## config.mk

```make
export PLATFORM = sky130hd
export DESIGN_NAME = stfq_cell
export DESIGN_NICKNAME = d
export VERILOG_FILES = /design/src/hw/rtl/sorted_term_frequency_table_macros.svh /design/src/hw/rtl/stfq_pkg.sv /design/src/hw/rtl/stfq_cell.sv
export SDC_FILE = /design/constraint.sdc
export NUM_CORES = 1
export LEC_CHECK = 0
export BUFFER_PORTS_ARGS = -buffer_cell sky130_fd_sc_hd__buf_2
export CORE_UTILIZATION = 40
export CTS_CLUSTER_DIAMETER = 50
export DETAILED_ROUTE_END_ITERATION = 12
export MAX_ROUTING_LAYER = met4
export PLACE_DENSITY = 0.74
export SYNTH_ARGS = -nofsm -noshare
export SYNTH_HDL_FRONTEND = slang
export SYNTH_SLANG_ARGS = --single-unit
```

## constraint.sdc

```tcl
create_clock -name clk -period 3.7 [get_ports clk]
set_input_delay 0.37 -clock clk [delete_from_list [all_inputs] [get_ports clk]]
set_output_delay 0.37 -clock clk [all_outputs]
set_load 0.02 [all_outputs]
```

## src/hw/rtl/sorted_term_frequency_table_macros.svh

```systemverilog
// Assertion macros shared by the table RTL.
`ifndef SORTED_TERM_FREQUENCY_TABLE_MACROS_SVH
`define SORTED_TERM_FREQUENCY_TABLE_MACROS_SVH

// Check a property on every clock edge outside reset.
`define STFQ_ASSERT(label, prop, msg) \
  label: assert property (@(posedge clk) disable iff (rst) (prop)) else $error(msg);

// Check that a condition implies another in the same cycle.
`define STFQ_ASSERT_IMP(label, cond, conseq, msg) \
  label: assert property (@(posedge clk) disable iff (rst) (cond) |-> (conseq)) \
    else $error(msg);

// Check that a condition implies another in the next cycle.
`define STFQ_ASSERT_NEXT(label, cond, conseq, msg) \
  label: assert property (@(posedge clk) disable iff (rst) (cond) |=> (conseq)) \
    else $error(msg);

`endif

```

## src/hw/rtl/stfq_pkg.sv

```systemverilog
`default_nettype none
package stfq_pkg;

  localparam int DEF_TABLE_DEPTH = 64;
  localparam int DEF_CODE_BITS   = 16;
  localparam int DEF_COUNT_BITS  = 16;

  localparam logic OP_ADD = 1'b0;
  localparam logic OP_END = 1'b1;

  localparam logic [1:0] KIND_ACK   = 2'd0;
  localparam logic [1:0] KIND_ENTRY = 2'd1;
  localparam logic [1:0] KIND_EMPTY = 2'd2;

  typedef struct packed {
    logic add_hit;
    logic add_ins;
    logic shift_left;
  } cell_ctrl_t;

endpackage
`default_nettype wire

```

## src/hw/rtl/stfq_cell.sv

```systemverilog
`default_nettype none
module stfq_cell #(
  parameter int TABLE_DEPTH = 64,
  parameter int CODE_BITS   = 16,
  parameter int COUNT_BITS  = 16,
  parameter int IDX         = 0
) (
  input  wire                                   clk,
  input  stfq_pkg::cell_ctrl_t                  ctrl,
  input  wire [CODE_BITS-1:0]                   new_code,
  input  wire [$clog2(TABLE_DEPTH+1)-1:0]       used,
  input  wire [CODE_BITS-1:0]                   prev_code,
  input  wire [COUNT_BITS-1:0]                  prev_count,
  input  wire                                   prev_lt,
  input  wire [CODE_BITS-1:0]                   next_code,
  input  wire [COUNT_BITS-1:0]                  next_count,
  output logic [CODE_BITS-1:0]                  code,
  output logic [COUNT_BITS-1:0]                 count,
  output logic                                  lt,
  output logic                                  match,
  output logic [COUNT_BITS-1:0]                 hit_count
);
  import stfq_pkg::*;

  localparam int UW = $clog2(TABLE_DEPTH + 1);

  logic                  in_use;
  logic [COUNT_BITS-1:0] inc_count;

  assign in_use    = UW'(IDX) < used;
  assign lt        = in_use && (code < new_code);
  assign match     = in_use && (code == new_code);
  assign inc_count = (count == {COUNT_BITS{1'b1}}) ? count : count + COUNT_BITS'(1);
  assign hit_count = match ? inc_count : '0;

  always_ff @(posedge clk) begin
    if (ctrl.shift_left) begin
      code  <= next_code;
      count <= next_count;
    end else if (ctrl.add_hit && match) begin
      count <= inc_count;
    end else if (ctrl.add_ins && !lt) begin
      if (prev_lt) begin
        code  <= new_code;
        count <= COUNT_BITS'(1);
      end else begin
        code  <= prev_code;
        count <= prev_count;
      end
    end
  end

endmodule
`default_nettype wire

```

==> impl_metrics.csv <==
group,metric,value,unit
power,power.combinational.fraction,29.8,%
synthesis,synth_warnings,0,
timing,finalClockSkew,0.008559,ns
die,fp.coreArea,5921,um^2
power,sequentialPowerShare,46.3,%
global_route,first_pass_grt_wire_length,10810,um
timing,max_slew_margin_vs_limit,56.19,%
die,full_die_area,6483,um^2
worst_setup_path,worstPathMaxFanout,8,
synthesis,synth-async-reset-ratio,0,%
synthesis,proportion_of_synthesized_chip_area_in_sequential_cells,38.96,%
worst_setup_path,cells_along_the_critical_path,"ha_1 > nand4_2 > or4_1 > nand3_1 > xor2_1 > nor2_1 > buf_2",
worst_setup_path,worst_r2r_startpoint,"code[13]",
drt,route.detailed.vias_per_inst,5.308,
global_route,number_of_antenna_violations_at_the_first_check_in_global_routing,0,
worst_setup_path,arr_time_crit_path,2.63,ns
worst_hold_path,timing.hold.worst_endpoint,"code[3]",
clocking,postCtsSetupBuffers,0,
die,die_y,80.52,um
timing,hold_slack,0.3635,ns
worst_setup_path,worstRegToRegCells,6,
layout,mostFrequentLayoutCell,"sky130_fd_sc_hd__buf_2",
layout,fin_cells,481,
layout,most-common-layout-cells,"141 x sky130_fd_sc_hd__buf_2, 32 x sky130_fd_sc_hd__edfxtp_1, 26 x sky130_fd_sc_hd__nand2_1",
clocking,cts.clk_slew.worst_paths,0.07,ns
worst_setup_path,type_of_element_launching_the_critical_path,"register",
drt,detail_route.first_pass.iterations,4,
worst_setup_path,critical_path.max_stage_delay,0.77,ns
job,maxCapViolCount,0,
worst_setup_path,critPathRequiredTime,3.33,ns
clocking,holdBufCountCts,0,
synthesis,postSynthRegisterBits,32,
power,switchingPower,349.1,uW
power,power_density_over_cell_area,316.4,nW/um^2
clocking,cts_num_sinks,32,
die,die_w,80.52,um
clocking,clk_path_buf_depth,2,
synthesis,mappedNetlistArea,2466,um^2
layout,filler_cell_count,565,
worst_setup_path,cp-end-kind,"primary output",
worst_hold_path,worst_hold_path_type,"in2reg",
clocking,clock-root-buffer,"sky130_fd_sc_hd__clkbuf_8",
layout,areaGrowthSynthToFinish,34.80,%
timing,finalCriticalPeriod,3.003,ns
placement,placed_cells_incl_taps,474,
layout,final_core_util,56.15,%
worst_setup_path,worstPathBufferInverterCount,1,
power,swShare,33.19,%
drt,drt-total-wl,7064,um
die,placementRows,28,
synthesis,syn-instance-count,265,
die,initial_core_util,41.65,%
timing,fin_tns_setup,0,ns
power,ir_drop_worst_vdd,0.0001321,V
global_route,grt_pass1_vias,2313,
timing,report.final.setup_viol,0,
worst_setup_path,regToRegEndpoint,"count[8]",
synthesis,synth_edf_count,32,
synthesis,synth_top_flop_cell,"sky130_fd_sc_hd__edfxtp_1",
layout,n_antenna_cell,0,
timing,timing.final.crit_share,81.16,%
timing,finalMaxSlewViolations,0,
timing,worst_slew_pin_slew,0.6555,ns
global_route,pin_count_of_the_biggest_net_entering_global_routing,30,
power,total_leakage_power,0.001673,uW
worst_setup_path,path_class,"reg2out",
worst_setup_path,crit_family,"simple AND/OR/NAND/NOR gates",
die,io_pins,142,
drt,drt-initial-drc-count,112,
timing,final_hold_viol_count,0,
drt,num_vias,2553,
placement,post_dp_hpwl,5503,um
power,report.power.total,1052,uW
power,clock_power_share,23.9,%
power,internal-power,702.8,uW
timing,max_freq,0.3330,GHz
global_route,grtUsageTotal,22.63,%
layout,sequential_cell_area,960.9,um^2
synthesis,synth_fp_nets,374,
clocking,insertion_delay,0.28,ns
worst_setup_path,timing.reg2reg.setup_slack,1.19,ns
worst_hold_path,hold_path_depth,3,
clocking,tritoncts.num_buffers,5,
drt,antenna_left,0,
drt,wl_per_cell,14.69,um
layout,area_of_the_multi_input_gates,1364,um^2
clocking,postCtsResizedCells,0,
synthesis,post_synth_num_cell_types,40,
worst_hold_path,holdCritStartpoint,"next_code[3]",
run_status,result_of_the_run,"completed",
global_route,grt.overflow.total,0,
clocking,tritoncts,"built",
drt,route.detailed.drc,0,
synthesis,post_synth.cell_area_avg,9.306,um^2
clocking,cts_max_level,2,
placement,place.port_buffers,141,
placement,finalWeightedCongestion,0.9147,
layout,fin_nets,515,
worst_setup_path,critPathSlowestCell,"sky130_fd_sc_hd__or4_1",
timing,grt_setup_unrepaired,"false",
layout,fraction_of_final_layout_cells_with_drive_strength_greater_than_1,39.41,%
[power by group through the flow]
stage          sequential (uW)  combinational, uW  clock [uW]
2_1_floorplan              535                139           0
3_3_place_gp               490                308           0
3_5_place_dp               494                316           0
4_1_cts                    486                317         257
5_1_grt                    492                349         273
6_report                   487                314         251
[logic make-up after synthesis]
group,after synthesis,synth area share (%)
XOR/XNOR,8,2.841
AO/OA/AOI/OAI,73,18.42
multiplexers,20,8.118
flip-flops,32,38.96
adder cells (fa/ha/maj),17,8.625
AND/OR/NAND/NOR,80,17.30
buffers and inverters,35,5.733
[worst max-delay path by stage]
stage                  from            end  slack, ns  depth (start not counted)
6_report           count[1]   hit_count[9]       0.70                          7
2_1_floorplan      code[13]       count[0]       0.36                          6
5_1_grt            code[13]  hit_count[13]       0.55                          6
3_5_place_dp   new_code[13]  hit_count[13]       0.98                          8
4_1_cts            count[1]   hit_count[7]       0.71                          7
3_3_place_gp   new_code[14]  hit_count[14]       1.03                          8
[tightest hold or removal path, cell delays in order]
cell and delay, ns:
sky130_fd_sc_hd__buf_2 0.07, sky130_fd_sc_hd__nand2_1 0.04, sky130_fd_sc_hd__o21ai_0 0.06
[per-stage QoR]
stage	setup WS [ns]	area [um^2]
after global placement	1.028	3248
final	0.6969	3324
after floorplan	0.3646	2466
after CTS	0.7086	3324
after detailed placement	0.9810	3248
after global routing	0.5537	3324
[cell usage after synthesis, drive strengths merged (3+ instances only)]
cell / instances / area share (%)
o21ai: 37 / 7.5
edfxtp: 32 / 39
nand2: 26 / 4.0
inv: 23 / 3.5
mux2i: 20 / 8.1
nor2: 20 / 3.0
ha: 17 / 8.6
a22oi: 14 / 4.3
clkbuf: 9 / 1.4
a21oi: 8 / 1.6
nand3: 8 / 2.0
nand4: 8 / 2.3
xor2: 6 / 2.1
and3: 4 / 1.0
nor4: 4 / 2.1
buf: 3 / 0.86
[flip-flops by register name, summed over array words and instances (netlist names)]
register and flops:
code 16, count 16
[layer usage]
metal  vias to the layer above  routed length (um)  global-route usage, %
li1                       1263                   -                      -
met3                        10                 309                  3.409
met5                         -                   0                      -
met4                         0                 114                  8.750
met1                      1201                3061                  27.64
met2                        79                3579                  37.54
[final cells by class]
type / instances / share of cell area, %
multi-input cells: 198 / 41.02
clock buffers: 5 / 2.070
repair buffers: 146 / 22.36
clock inverters: 2 / 0.2258
flip-flops and latches: 32 / 28.90
inverters: 23 / 2.597
well taps: 75 / 2.823
(Power assumes the default switching activity.)
